===== src/sv/sv39ptw_pkg.sv =====
package sv39ptw_pkg;

    localparam int ENTRIES_PER_PAGE = 512;
    localparam int VPN_W            = 9;
    localparam int PPN_W            = 44;
    localparam int FLAGS_W          = 10;
    localparam int WORD_W           = 64;
    localparam int INDEX_W          = 13;
    localparam int VA_BITS          = 39;

    localparam int BIT_V = 0;
    localparam int BIT_U = 4;

    localparam int QUEUE_DEPTH = 2;
    localparam int QPTR_W      = 1;
    localparam int QCNT_W      = 2;

    typedef enum logic [1:0] {
        OP_WRITE = 2'd0,
        OP_READ  = 2'd1,
        OP_XLATE = 2'd2,
        OP_CLRU  = 2'd3
    } op_t;

    typedef enum logic [2:0] {
        ST_OK      = 3'd0,
        ST_BIG     = 3'd1,
        ST_UPPER   = 3'd2,
        ST_LEAF    = 3'd3,
        ST_USER    = 3'd4,
        ST_OUTSIDE = 3'd5
    } status_t;

    typedef struct packed {
        op_t                op;
        status_t            pre;
        logic [VPN_W-1:0]   vpn2;
        logic [VPN_W-1:0]   vpn1;
        logic [VPN_W-1:0]   vpn0;
        logic [INDEX_W-1:0] word_index;
        logic [WORD_W-1:0]  word_data;
    } cmd_t;

    typedef struct packed {
        logic [3:0]       root_slot;
        logic [PPN_W-1:0] table_base_page;
    } cfg_t;

    typedef struct packed {
        status_t            status;
        logic [PPN_W-1:0]   phys_page;
        logic [FLAGS_W-1:0] leaf_flags;
        logic [WORD_W-1:0]  read_word;
    } res_t;

endpackage


===== src/sv/sv39ptw_front.sv =====
module sv39ptw_front #(
    parameter int TABLE_PAGES = 16
) (
    input  logic                                aclk,
    input  logic                                aresetn,
    input  logic                                enable,
    input  logic                                in_valid,
    output logic                                in_ready,
    input  logic [1:0]                          in_op,
    input  logic [63:0]                         in_vaddr,
    input  logic [sv39ptw_pkg::INDEX_W-1:0]     in_word_index,
    input  logic [sv39ptw_pkg::WORD_W-1:0]      in_word_data,
    output logic                                cmd_valid,
    input  logic                                cmd_ready,
    output sv39ptw_pkg::cmd_t                   cmd
);

    localparam int STORE_WORDS = TABLE_PAGES * sv39ptw_pkg::ENTRIES_PER_PAGE;

    logic               front_valid_reg;
    sv39ptw_pkg::cmd_t  front_cmd_reg;
    sv39ptw_pkg::cmd_t  cls_cmd;
    logic [31:0]        idx32;
    logic               idx_ok;
    logic               va_ok;

    assign idx32  = {{(32 - sv39ptw_pkg::INDEX_W){1'b0}}, in_word_index};
    assign idx_ok = idx32 < 32'(STORE_WORDS);
    assign va_ok  = (in_vaddr[63:sv39ptw_pkg::VA_BITS] == '0);

    always_comb begin
        cls_cmd.op         = sv39ptw_pkg::op_t'(in_op);
        cls_cmd.vpn2       = in_vaddr[38:30];
        cls_cmd.vpn1       = in_vaddr[29:21];
        cls_cmd.vpn0       = in_vaddr[20:12];
        cls_cmd.word_index = in_word_index;
        cls_cmd.word_data  = in_word_data;
        cls_cmd.pre        = sv39ptw_pkg::ST_OK;
        unique case (cls_cmd.op)
            sv39ptw_pkg::OP_WRITE, sv39ptw_pkg::OP_READ: begin
                if (!idx_ok) cls_cmd.pre = sv39ptw_pkg::ST_OUTSIDE;
            end
            default: begin
                if (!va_ok) cls_cmd.pre = sv39ptw_pkg::ST_BIG;
            end
        endcase
    end

    assign in_ready  = enable && (!front_valid_reg || cmd_ready);
    assign cmd_valid = front_valid_reg;
    assign cmd       = front_cmd_reg;

    always_ff @(posedge aclk) begin
        if (!aresetn) begin
            front_valid_reg <= 1'b0;
        end else if (in_valid && in_ready) begin
            front_valid_reg <= 1'b1;
        end else if (cmd_ready) begin
            front_valid_reg <= 1'b0;
        end
        if (in_valid && in_ready) begin
            front_cmd_reg <= cls_cmd;
        end
    end

endmodule


===== config.mk =====
export PLATFORM = sky130hd
export DESIGN_NAME = sv39ptw_front
export DESIGN_NICKNAME = d
export VERILOG_FILES = /design/src/sv/sv39ptw_pkg.sv /design/src/sv/sv39ptw_front.sv
export SDC_FILE = /design/constraint.sdc
export NUM_CORES = 1
export LEC_CHECK = 0
export BUFFER_PORTS_ARGS = -buffer_cell sky130_fd_sc_hd__buf_2
export CORE_AREA = 3 3 99 101
export CTS_CLUSTER_SIZE = 10
export DETAILED_ROUTE_END_ITERATION = 16
export DIE_AREA = 0 0 102 104
export PLACE_DENSITY = 0.74
export SYNTH_ARGS = -nofsm -noshare
export SYNTH_HDL_FRONTEND = slang
export SYNTH_SLANG_ARGS = --single-unit

===== constraint.sdc =====
create_clock -name aclk -period 7.3 [get_ports aclk]
set_input_delay 0.73 -clock aclk [delete_from_list [all_inputs] [get_ports aclk]]
set_output_delay 0.73 -clock aclk [all_outputs]
set_load 0.01 [all_outputs]

-- Word-level counts from Yosys, hierarchy flattened
Index checks and enable logic that the tools add are counted.
- register bits after elaboration: 110
- bits in latches: 0
- bits in writable memories: 0
- bits in read-only memories: 0
- input port bits: 148
- output and inout bits: 111
- logic and storage cells: 23
- memories: 0
- $add $sub $neg: 0
- multipliers: 0
- div/mod/pow operators: 0
- magnitude comparators: 1
- eq/ne operators: 1
- shift-type cells: 0
- mux-type cells: 5
- bitwise gates (word level): 0
- reduce and logical (&&, ||, !) cells: 8
- operators with widths (cell ; count):
    $logic_not A25 Y1 ; 1
    $lt A13 B14 Y1 const B ; 1
    $mux W3 ; 2
    $mux W1 ; 3
    $eq A2 B1 Y1 const B ; 1
    $logic_and A1 B1 Y1 ; 2
    $logic_not A2 Y1 ; 1
    $reduce_bool A2 Y1 ; 1
    $reduce_or A2 Y1 ; 1
    $logic_not A1 Y1 ; 1
    $logic_or A1 B1 Y1 ; 1

-- Depth between registers and ports, before layout
- depth in word-level cells: 5
- mapped depth: 3
- gate-level depth less buffers: 3

-- Worst setup path before layout
Ideal clock, no wire load.
- path type: input to register
- start point: in cmd_ready
- end point: reg front_cmd_reg, in the netlist cmd[0], enable pin
- setup time: 461 ps
- data arrival time: 3016 ps
- required time: 6839 ps
- slack: 3823 ps
- stages: 3
- path buffers: 0
- cells stage by stage: nand2b_1 -> nand3_1 -> inv_1
- word-level cells in the longest chain between the ends: 3
- RTL lines (what ; line ; RTL):
    from (decl) ; sv39ptw_front.sv:14 ; input logic cmd_ready,
    $logic_or A1 B1 Y1 ; sv39ptw_front.sv:49 ; assign in_ready = enable && (!front_valid_reg || cmd_ready);
    $logic_and A1 B1 Y1 ; sv39ptw_front.sv:49 ;
    $logic_and A1 B1 Y1 ; sv39ptw_front.sv:61 ; if (in_valid && in_ready) begin
    to (signal assigned) ; sv39ptw_front.sv:62 ; front_cmd_reg <= cls_cmd;
    to (decl) ; sv39ptw_front.sv:21 ; sv39ptw_pkg::cmd_t front_cmd_reg;
Every way passes these cells.
A chain may end at the register's enable or synchronous reset.

-- Worst setup path in the final report
- start point: in cmd_ready
- end point: reg front_cmd_reg, in the netlist cmd[104], enable pin
The elaborated chain is that of the path after synthesis.

==> impl_metrics.toml <==
[outcome]
status = "completed"

[finish]
layout_commonest_cell = "buf_2"
nets = 529
multi_input_area_um2 = 91.3
drive_gt1_share_pct = 67.5
fillCellCount = 765
syn_to_final_growth_pct = 45.9
final_util_pct = 53.5
register_area_um2 = 3230
antenna_cells = 0
final_cell_mix = "244 x buf_2, 107 x edfxtp_1, 9 x clkbuf_8"

[synthesis]
synth_seq_area_share_pct = 96.8
synth.avg_cell_area_um2 = 26.5
ys_ff_latch = 108
synth_warnings = 0
synth.distinct_cells = 14
synthCells = 126
netlist_area_um2 = 3340

[timing]
final.setup_skew_ns = 0.0110
max-slew-margin-rel_pct = 45.4
fmax_mhz = 434
maxSlewViolCount = 0
min_period_over_period_pct = 31.6
worst_slew_pin_slew_ns = 0.819
finalSetupViolations = 0
hold_viol_final = 0
setup-tns-final_ns = 0
rsz0062_at_grt = "no"
period_needed_ns = 2.30

[global_route]
met2_usage_pct = 25.0
grt_busiest_layer = "met2"
use_met3_pct = 7.04
grt_pass1_vias = 2258
grt_pass1_wl_um = 11300
grt_max_degree = 66
grt_use_total_pct = 14.3
overflow = 0
grtUsageMet1_pct = 15.0
antenna_found_initial = 0

[clocking]
tritoncts = "done"
clkLatencyLatePin_ns = 0.35
ctsResizeCount = 0
clock-root-buffer = "clkbuf_8"
cts.clk_slew.worst_paths_ns = 0.11
numCtsBuffers = 9
clock_sinks = 108
h-tree-depth = 3
postCtsSetupRepairBufs = 0
holdBufCountCts = 0
clockBufferDepth = 2

[setup_path]
cpLargestDelayFamily = "buffers and inverters"
crit_fanout = 65
worstPathArrival_ns = 2.29
cp_num_cells = 5
timing.rr.end = "cmd[104]$_SDFFCE_PP0P_"
ff2ff_path_depth = 4
path_buf_inv = 3
worstSetupStartpointType = "input port"
cp-endpoint = "cmd[104]$_SDFFCE_PP0P_"
cp_cell_sequence = "buf_2 -> nand2b_1 -> nand3_1 -> inv_4 -> buf_4"
crit_type = "input port to flop"
slowest_stage = "buf_4"
end_kind = "flop"
crit_start = "cmd_ready"
cp_data_required_time_ns = 7.28
slowest_delay_ns = 0.71
rrSetupSlack_ns = 5.14
r2r_start = "cmd_valid$_SDFFE_PN0P_"

[floorplanning]
die_h_um = 104
die_x_um = 102
start_util_pct = 36.7
core_um2 = 9110
rows = 35
die_area_um2 = 10600
ioPinCount = 259

[job]
drv_cap = 0

[drt]
drt-total-wl_um = 7830
drt_iter0_drc = 58
drt-vias-per-instance = 4.42
route.detailed.drc = 0
dr.pass1.iters = 3
wire_per_inst_um = 15.8
num_vias = 2190
final_antenna_net_count = 0

[hold_path]
hold_path_class = "input port to flop"

[place]
io_buffers = 244
dp_hpwl_um = 6090
place.gp.congestion = 0.731

[power]
leakage_nw = 2.09
ir_drop_v = 0.000131
powerDensity_nw_per_um2 = 232
-- metal layers --
metal	vias up	share of wire (%)
met5	-	0
met4	0	1.1
met3	6	14
met2	161	51
met1	1013	34
li1	1010	-
-- logic make-up (layout without fill, tap and decap cells) --
logic type	after synthesis	after routing	synth area share [%]
AO/OA/AOI/OAI	2	2	0.450
buffers and inverters	3	261	0.562
AND/OR/NAND/NOR	12	12	2.06
flip-flops	108	108	96.8
other	1	2	0.112
-- cells in the mapped netlist --
cell type | instances | area share, %
buf_4 | 2 | 0.45
nand2b_1 | 1 | 0.19
edfxtp_1 | 107 | 96
conb_1 | 1 | 0.11
o21a_1 | 1 | 0.22
and2_1 | 1 | 0.19
dfxtp_1 | 1 | 0.60
nand3_1 | 2 | 0.30
nor4_1 | 5 | 0.94
inv_1 | 1 | 0.11
a21boi_0 | 1 | 0.22
nand4_1 | 1 | 0.19
nor2_1 | 1 | 0.11
nor3_1 | 1 | 0.15
-- power breakdown --
part / leakage [nW] / total, mW / internal, mW / switching (mW)
combinational: 0.994 / 0.0893 / 0.0426 / 0.0467
sequential: 1.01 / 0.719 / 0.713 / 0.00557
clock: 0.0852 / 0.324 / 0.126 / 0.198
total: 2.09 / 1.13 / 0.882 / 0.250
-- through the flow --
stage | worst slack [ns] | area, um^2 | hold WS, ns | instances | power, mW
5_1_grt | 4.84 | 4870 | 0.500 | 496 | 1.18
6_report | 5.00 | 4870 | 0.537 | 496 | 1.13
4_1_cts | 5.01 | 4870 | 0.511 | 496 | 1.15
3_3_place_gp | 4.69 | 4700 | 0.513 | 481 | 0.820
3_5_place_dp | 4.62 | 4700 | 0.543 | 481 | 0.824
2_1_floorplan | 3.82 | 3340 | 0.538 | 127 | 0.763
-- how the worst min path moves through the flow --
| stage | from | endpoint | slack [ns] | cells after the start |
|---|---|---|---|---|
| after floorplan | cmd_valid$_SDFFE_PN0P_ | cmd_valid$_SDFFE_PN0P_ | 0.54 | 2 |
| after global placement | cmd_valid$_SDFFE_PN0P_ | cmd_valid$_SDFFE_PN0P_ | 0.51 | 2 |
| after detailed placement | cmd_valid$_SDFFE_PN0P_ | cmd_valid$_SDFFE_PN0P_ | 0.54 | 2 |
| after CTS | in_word_index[9] | cmd[73]$_DFFE_PP_ | 0.51 | 1 |
| after global routing | in_word_data[62] | cmd[62]$_DFFE_PP_ | 0.50 | 1 |
| final | in_word_data[3] | cmd[3]$_DFFE_PP_ | 0.54 | 1 |
-- state kept, by name, summed over array words and instances (netlist names) --
name,flops
cmd,107
cmd_valid,1
-- cell type report --
class	instances	area share (%)
Sequential cell	108	66.4
Multi-Input combinational cell	16	1.88
Inverter	1	0.128
Clock buffer	9	2.54
Timing Repair Buffer	245	25.2
Tap cell	111	2.85
Clock inverter	6	1.00
(Power assumes the default switching activity.)
