File: src/sv/sv39ptw_pkg.sv
package sv39ptw_pkg;

    localparam int ENTRIES_PER_PAGE = 512;
    localparam int VPN_W            = 9;
    localparam int PPN_W            = 44;
    localparam int FLAGS_W          = 10;
    localparam int WORD_W           = 64;
    localparam int INDEX_W          = 13;
    localparam int VA_BITS          = 39;

    localparam int BIT_V = 0;
    localparam int BIT_U = 4;

    localparam int QUEUE_DEPTH = 2;
    localparam int QPTR_W      = 1;
    localparam int QCNT_W      = 2;

    typedef enum logic [1:0] {
        OP_WRITE = 2'd0,
        OP_READ  = 2'd1,
        OP_XLATE = 2'd2,
        OP_CLRU  = 2'd3
    } op_t;

    typedef enum logic [2:0] {
        ST_OK      = 3'd0,
        ST_BIG     = 3'd1,
        ST_UPPER   = 3'd2,
        ST_LEAF    = 3'd3,
        ST_USER    = 3'd4,
        ST_OUTSIDE = 3'd5
    } status_t;

    typedef struct packed {
        op_t                op;
        status_t            pre;
        logic [VPN_W-1:0]   vpn2;
        logic [VPN_W-1:0]   vpn1;
        logic [VPN_W-1:0]   vpn0;
        logic [INDEX_W-1:0] word_index;
        logic [WORD_W-1:0]  word_data;
    } cmd_t;

    typedef struct packed {
        logic [3:0]       root_slot;
        logic [PPN_W-1:0] table_base_page;
    } cfg_t;

    typedef struct packed {
        status_t            status;
        logic [PPN_W-1:0]   phys_page;
        logic [FLAGS_W-1:0] leaf_flags;
        logic [WORD_W-1:0]  read_word;
    } res_t;

endpackage

File: src/sv/sv39ptw_queue.sv
module sv39ptw_queue (
    input  logic               aclk,
    input  logic               aresetn,
    input  logic               in_valid,
    output logic               in_ready,
    input  sv39ptw_pkg::cmd_t  in_cmd,
    output logic               out_valid,
    input  logic               out_ready,
    output sv39ptw_pkg::cmd_t  out_cmd
);

    sv39ptw_pkg::cmd_t                  slots_reg [sv39ptw_pkg::QUEUE_DEPTH];
    logic [sv39ptw_pkg::QPTR_W-1:0]     wr_ptr_reg;
    logic [sv39ptw_pkg::QPTR_W-1:0]     rd_ptr_reg;
    logic [sv39ptw_pkg::QCNT_W-1:0]     count_reg;
    logic                               push;
    logic                               pop;

    assign in_ready  = count_reg < sv39ptw_pkg::QCNT_W'(sv39ptw_pkg::QUEUE_DEPTH);
    assign out_valid = count_reg != '0;
    assign out_cmd   = slots_reg[rd_ptr_reg];
    assign push      = in_valid && in_ready;
    assign pop       = out_valid && out_ready;

    always_ff @(posedge aclk) begin
        if (!aresetn) begin
            wr_ptr_reg <= '0;
            rd_ptr_reg <= '0;
            count_reg  <= '0;
        end else begin
            if (push) wr_ptr_reg <= wr_ptr_reg + 1'b1;
            if (pop)  rd_ptr_reg <= rd_ptr_reg + 1'b1;
            if (push && !pop)      count_reg <= count_reg + 1'b1;
            else if (pop && !push) count_reg <= count_reg - 1'b1;
        end
        if (push) begin
            slots_reg[wr_ptr_reg] <= in_cmd;
        end
    end

endmodule

File: config.mk
export PLATFORM = sky130hd
export DESIGN_NAME = sv39ptw_queue
export DESIGN_NICKNAME = d
export VERILOG_FILES = /design/src/sv/sv39ptw_pkg.sv /design/src/sv/sv39ptw_queue.sv
export SDC_FILE = /design/constraint.sdc
export NUM_CORES = 1
export LEC_CHECK = 0
export BUFFER_PORTS_ARGS = -buffer_cell sky130_fd_sc_hd__buf_2
export CORE_AREA = 3 3 159 161
export CTS_BUF_LIST = sky130_fd_sc_hd__clkbuf_2 sky130_fd_sc_hd__clkbuf_4 sky130_fd_sc_hd__clkbuf_8
export DETAILED_ROUTE_END_ITERATION = 7
export DIE_AREA = 0 0 162 164
export PLACE_DENSITY = 0.61
export SETUP_SLACK_MARGIN = 0.1
export SYNTH_ARGS = -nofsm -noshare
export SYNTH_HDL_FRONTEND = slang
export SYNTH_SLANG_ARGS = --single-unit
File: constraint.sdc
create_clock -name aclk -period 5.9 [get_ports aclk]
set_clock_uncertainty 0.2 [all_clocks]
set_input_delay 0.295 -clock aclk [delete_from_list [all_inputs] [get_ports aclk]]
set_output_delay 0.295 -clock aclk [all_outputs]
set_load 0.005 [all_outputs]
== Word level (Yosys, flattened, before mapping) ==
Memory sizes are Yosys's and may differ from the RTL's. A register that Yosys moved wholly into a read port is not among the register bits.
Index checks and enable logic that the tools add are counted.

* Output and inout port bits: 111
* Input bits: 113
* Word-level logic and storage cells: 23
* Register bits: 4
* Memories: 1
* Bits in writable memories: 218

* $add $sub $neg: 4
* $lt $le $gt $ge: 1
* Reduce and logical (&&, ||, !) cells: 8
* Mux-type cells: 6

{| class="wikitable"
|+ Memory list
! name !! words !! width !! read ports !! clocked after Yosys merged registers in !! wr ports !! line !! text
|-
| slots_reg || 2 || 109 || 1 || 1 || 1 || sv39ptw_queue.sv:12 || <nowiki>sv39ptw_pkg::cmd_t slots_reg [sv39ptw_pkg::QUEUE_DEPTH];</nowiki>
|}

{| class="wikitable"
|+ Operators by type and width
! kind !! count
|-
| logical AND 1 bit || 4
|-
| 2-to-1 mux 1 bit || 4
|-
| 2-to-1 mux 2 bit || 2
|-
| nonzero test 2 bit || 2
|-
| adder 1 bit (second input constant) || 2
|-
| adder 2 x 1 -> 2 bit (second input constant) || 1
|-
| zero test 1 bit || 2
|-
| < comparator 2 bit (second input constant) || 1
|-
| subtractor 2 x 1 -> 2 bit (second input constant) || 1
|}

== Longest topological paths before layout ==
* Depth in word-level cells: 6
* Depth in mapped cells: 5
* Gate-level depth less buffers: 5

== Worst setup path before layout ==
OpenSTA, ideal clock, no wires.

* Path kind: reg-to-reg
* Start point: register count_reg[1] (netlist bit)
* End point: memory slots_reg[0][0] (netlist bit), enable pin
* Slack: -275 ps
* Clock period less this slack: 6175 ps
* Required time: 5109 ps
* Library setup time: 591 ps
* Arrival: 5384 ps
* Stages on the path, launching flop included: 3
* Path buffers: 0
* Cells stage by stage: dfxtp_1 > nor2b_1 > nor2b_1

* Longest elaborated chain between the ends: 4

{| class="wikitable"
|+ Ends and longest elaborated chain
! element !! line !! text
|-
| start, declared || sv39ptw_queue.sv:15 || <nowiki>logic [sv39ptw_pkg::QCNT_W-1:0] count_reg;</nowiki>
|-
| start signal, assigned || sv39ptw_queue.sv:33 || <nowiki>if (push && !pop) count_reg <= count_reg + 1'b1;</nowiki>
|-
| start signal, assigned || sv39ptw_queue.sv:34 || <nowiki>else if (pop && !push) count_reg <= count_reg - 1'b1;</nowiki>
|-
| < comparator 2 bit || sv39ptw_queue.sv:19 || <nowiki>assign in_ready = count_reg < sv39ptw_pkg::QCNT_W'(sv39ptw_pkg::QUEUE_DEPTH);</nowiki>
|-
| logical AND 1 bit || sv39ptw_queue.sv:22 || <nowiki>assign push = in_valid && in_ready;</nowiki>
|-
| net push || sv39ptw_queue.sv:16 || <nowiki>logic push;</nowiki>
|-
| 2-to-1 mux 1 bit || sv39ptw_queue.sv:36 || <nowiki>if (push) begin</nowiki>
|-
| 2-to-1 mux 1 bit (not written as such) || sv39ptw_queue.sv:37 || <nowiki>slots_reg[wr_ptr_reg] <= in_cmd;</nowiki>
|-
| end, declared || sv39ptw_queue.sv:12 ||
|}

The timed path passes the listed nets, and every way through them passes these cells.

==> run summary <==
The main flop type after synthesis was sky130_fd_sc_hd__edfxtp_1. The synthesized net count is 476. The via count was 4646; the final count of negative-setup-slack endpoints was 0. The tree is rooted in a sky130_fd_sc_hd__clkbuf_8.

Clock-pin slew was measured on the worst setup and hold paths at 0.05 ns. In this run switching power makes up 25.0% of total power. After detailed routing, the wire length on met1 is 6510 um. In this run the post-CTS setup repair buffer count came out at 0. The post-synthesis to final-layout area growth works out to 40.7%.

The number of top-level pins is 224, and the largest fanout on the critical path is 63. The logs give 316 MHz for the timing-limited maximum frequency and 0.714 for the final RePlAce weighted congestion. For the required time reported for the critical path endpoint, the log shows 5.41 ns. The number of antenna violations at the first check in global routing is 1, and the total of flip-flops plus latches after synthesis is 223. The later pin in the worst-skew pair is clocked with a latency of 0.50 ns.

The number of routed nets with antenna violations is 0. The transition time of the tightest slew-check pin works out to 0.914 ns. Of the total power, combinational logic draws 21.9%.

The tools report the count of endpoints failing hold in the final timing report as 0. Across the whole layout, storage elements account for 0.00665 mm2. For this block, the routed nets add up to 17300 um of wire. The total track usage is 12.7%.

The part of the Yosys area used for sequential elements is 81.9%, and the number of standard cells after synthesis is 362. For the switching power total, the log shows 1.09 mW. After detailed routing, the average wire length per cell comes to 16.1 um.

The mapped netlist covers 0.00811 mm2. The sequential group share of total power was 48.3%; the leakage power of the design was 4.30 nW. Counting flops with an async set or reset pin after synthesis yields a share of 0%.

The number of buffers inserted by hold repair at cts came out at 110. The peak supply drop came out at 0.281 mV. After filler insertion, the fill cell instance count of the layout stands at 2081. The normalized max-slew margin was 39.1%; the share of layout cells above drive strength 1 was 52.9%. Routed signal wires occupy layers up through met4. Setup repair after global routing left no endpoint under its margin. The number of I/O port buffers was 223; the final critical-path share of the clock period was 53.6%. The first global-routing pass estimated 26500 um of wire. The die boundary height is 164 um, and the shortest period the worst path allows is 3.16 ns. In this run the mean area of a mapped cell was 22.4 um2.

For the total number of placement rows, the log shows 57. For the total iterations of the first detailed-routing run, the log shows 4. The total count of max-transition violations in the final report is 0, and the cell-internal power is 3.28 mW. The tightest hold path in the finished design has a slack of 0.0744 ns. Maximum clock insertion buffer count: 3. The worst setup path is captured at a primary output.

The final layout contains 840 nets. Dividing the detail-routed via count by the number of cells gives 4.33. In this run, the number of DRC markers left after iteration 0 of detailed routing was 158. The worst hold path belongs to the class primary input to flip-flop.

The final instance count without filler cells was 1073. The tools report the aggregate negative setup slack as 0 ns. For the routed wire length on met2, the log shows 8910 um.

After detailed routing, the number of remaining DRC violations is 0. The via count of the first global-routing pass came out at 5230. Across all register-to-register paths, the minimum setup slack is 3.11 ns.

TritonCTS built the clock tree. For the initial core utilization, the log shows 33.7%. STA classifies the critical path startpoint as a flip-flop.

The area of the die is 0.0266 mm2, and the flip-flop count of the largest register, all copies and words added is 218. After detailed placement, the design holds a cell count of 901. The clock tree synthesis step divided the H-tree into 2 levels. Area of the core: 0.0241 mm2. Number of max-cap violations: 0. In this run the critical register-to-register path is launched from count_reg[1].

The critical path class was flip-flop to primary output. Yosys mapped a number of flops with a built-in enable equal to 218. The tools report the area of combinational cells with multiple inputs as 0.00140 mm2.

The number of gates resized after CTS was 0. Clock tree synthesis found a total of 223 sinks. The remaining global-route overflow is 0, and the arrival time at the worst endpoint is 2.67 ns. Cells fill 47.4% of the core in the end.

TritonCTS created 37 clock buffers. The worst hold path depth is 4, and the post-DP HPWL is 10400 um. Entering global routing, the biggest net connects 64 pins. The clock network burns 29.8% of the power. The run finished with clean final reports. The total power per unit cell area came out at 383 mW/mm2. The run gives 18 as the count of distinct cell types in the synthesized netlist.

The width of the die is 162 um. In this run the critical register-to-register path is captured at slots_reg[0][64]. The worst reg2reg path depth came out at 4. Source of the worst hold timing path: out_ready. During synthesis, Yosys emitted a total of 0 warnings.

The total length of routed met3 wires was 1370 um.
-- layout by cell type (no fill, tap or decap), types with 2 or more instances in the layout --
master	n
sky130_fd_sc_hd__buf_2	223
sky130_fd_sc_hd__nor2b_1	2
sky130_fd_sc_hd__xnor2_1	2
sky130_fd_sc_hd__dlygate4sd3_1	110
sky130_fd_sc_hd__clkbuf_8	41
sky130_fd_sc_hd__buf_4	4
sky130_fd_sc_hd__clkbuf_4	12
sky130_fd_sc_hd__dfxtp_1	4
sky130_fd_sc_hd__edfxtp_1	218
sky130_fd_sc_hd__mux2_2	99
sky130_fd_sc_hd__mux2_4	10
sky130_fd_sc_hd__clkinv_1	5
sky130_fd_sc_hd__and2_1	3
-- cells in the mapped netlist (2+ instances only) --
cell type / count / area (um2)
sky130_fd_sc_hd__edfxtp_1: 218 / 6550
sky130_fd_sc_hd__nor2b_1: 3 / 18.8
sky130_fd_sc_hd__dfxtp_1: 5 / 100
sky130_fd_sc_hd__buf_6: 3 / 33.8
sky130_fd_sc_hd__mux2_4: 10 / 150
sky130_fd_sc_hd__mux2_2: 99 / 1110
sky130_fd_sc_hd__xnor2_1: 2 / 17.5
sky130_fd_sc_hd__and2_1: 4 / 25.0
sky130_fd_sc_hd__buf_2: 9 / 45.0
-- power groups by stage --
stage	combinational, mW	sequential (mW)	clock [mW]
floorplan	0.586	2.08	0
global placement	0.900	2.13	0
finish	0.959	2.11	1.30
CTS	0.978	2.12	1.36
global route	1.05	2.14	1.44
detailed placement	0.914	2.15	0
-- layout make-up --
type	count	area share [%]
antenna	1	0.0219
clock buffer	53	5.73
clock inverter	8	0.537
inverter	1	0.0329
multi-input combinational	126	12.2
sequential	223	58.2
tap	324	3.55
timing repair buffer	337	19.7
-- metrics by stage --
stage | total power, mW | setup slack, ns | area, um2
2_1_floorplan | 2.67 | 1.83 | 8120
3_3_place_gp | 3.03 | 3.13 | 9600
3_5_place_dp | 3.06 | 3.02 | 9600
4_1_cts | 4.46 | 2.62 | 11400
5_1_grt | 4.63 | 2.50 | 11400
6_report | 4.37 | 2.74 | 11400
-- cells by family after synthesis --
logic type / count (synthesis) / synth area share [%]
DFF: 223 / 81.9
adders and majority gates: 1 / 0.154
AOI/OAI and AO/OA: 4 / 0.308
and+or+nand+nor: 9 / 0.694
xor gates and xnor gates: 3 / 0.324
buffers and inverters: 13 / 1.02
muxes: 109 / 15.6
-- worst max-delay path by stage --
stage,startpoint,to,slack (ns),depth (start not counted)
after detailed placement,in_valid,slots_reg[0][24],3.02,5
after global placement,in_valid,slots_reg[0][24],3.13,5
final,flip-flop,out_cmd[32],2.74,3
after floorplan,count_reg[1],slots_reg[0][0],1.83,2
after CTS,flip-flop,out_cmd[102],2.62,3
after global routing,flip-flop,out_cmd[32],2.50,3
-- critical path, cell delays in order (launching register included) --
cell and delay (ns):
sky130_fd_sc_hd__dfxtp_4 0.91, sky130_fd_sc_hd__buf_4 0.65, sky130_fd_sc_hd__mux2_2 0.42, sky130_fd_sc_hd__buf_2 0.13
-- routing by layer --
| metal | global-route usage [%] | vias up |
|---|---|---|
| met2 | 22.5 | 179 |
| met1 | 13.7 | 2253 |
| li1 | - | 2172 |
| met5 | 0 | - |
| met3 | 4.72 | 42 |
| met4 | 4.85 | 0 |
No activity file was read; power rests on OpenSTA's default activity.
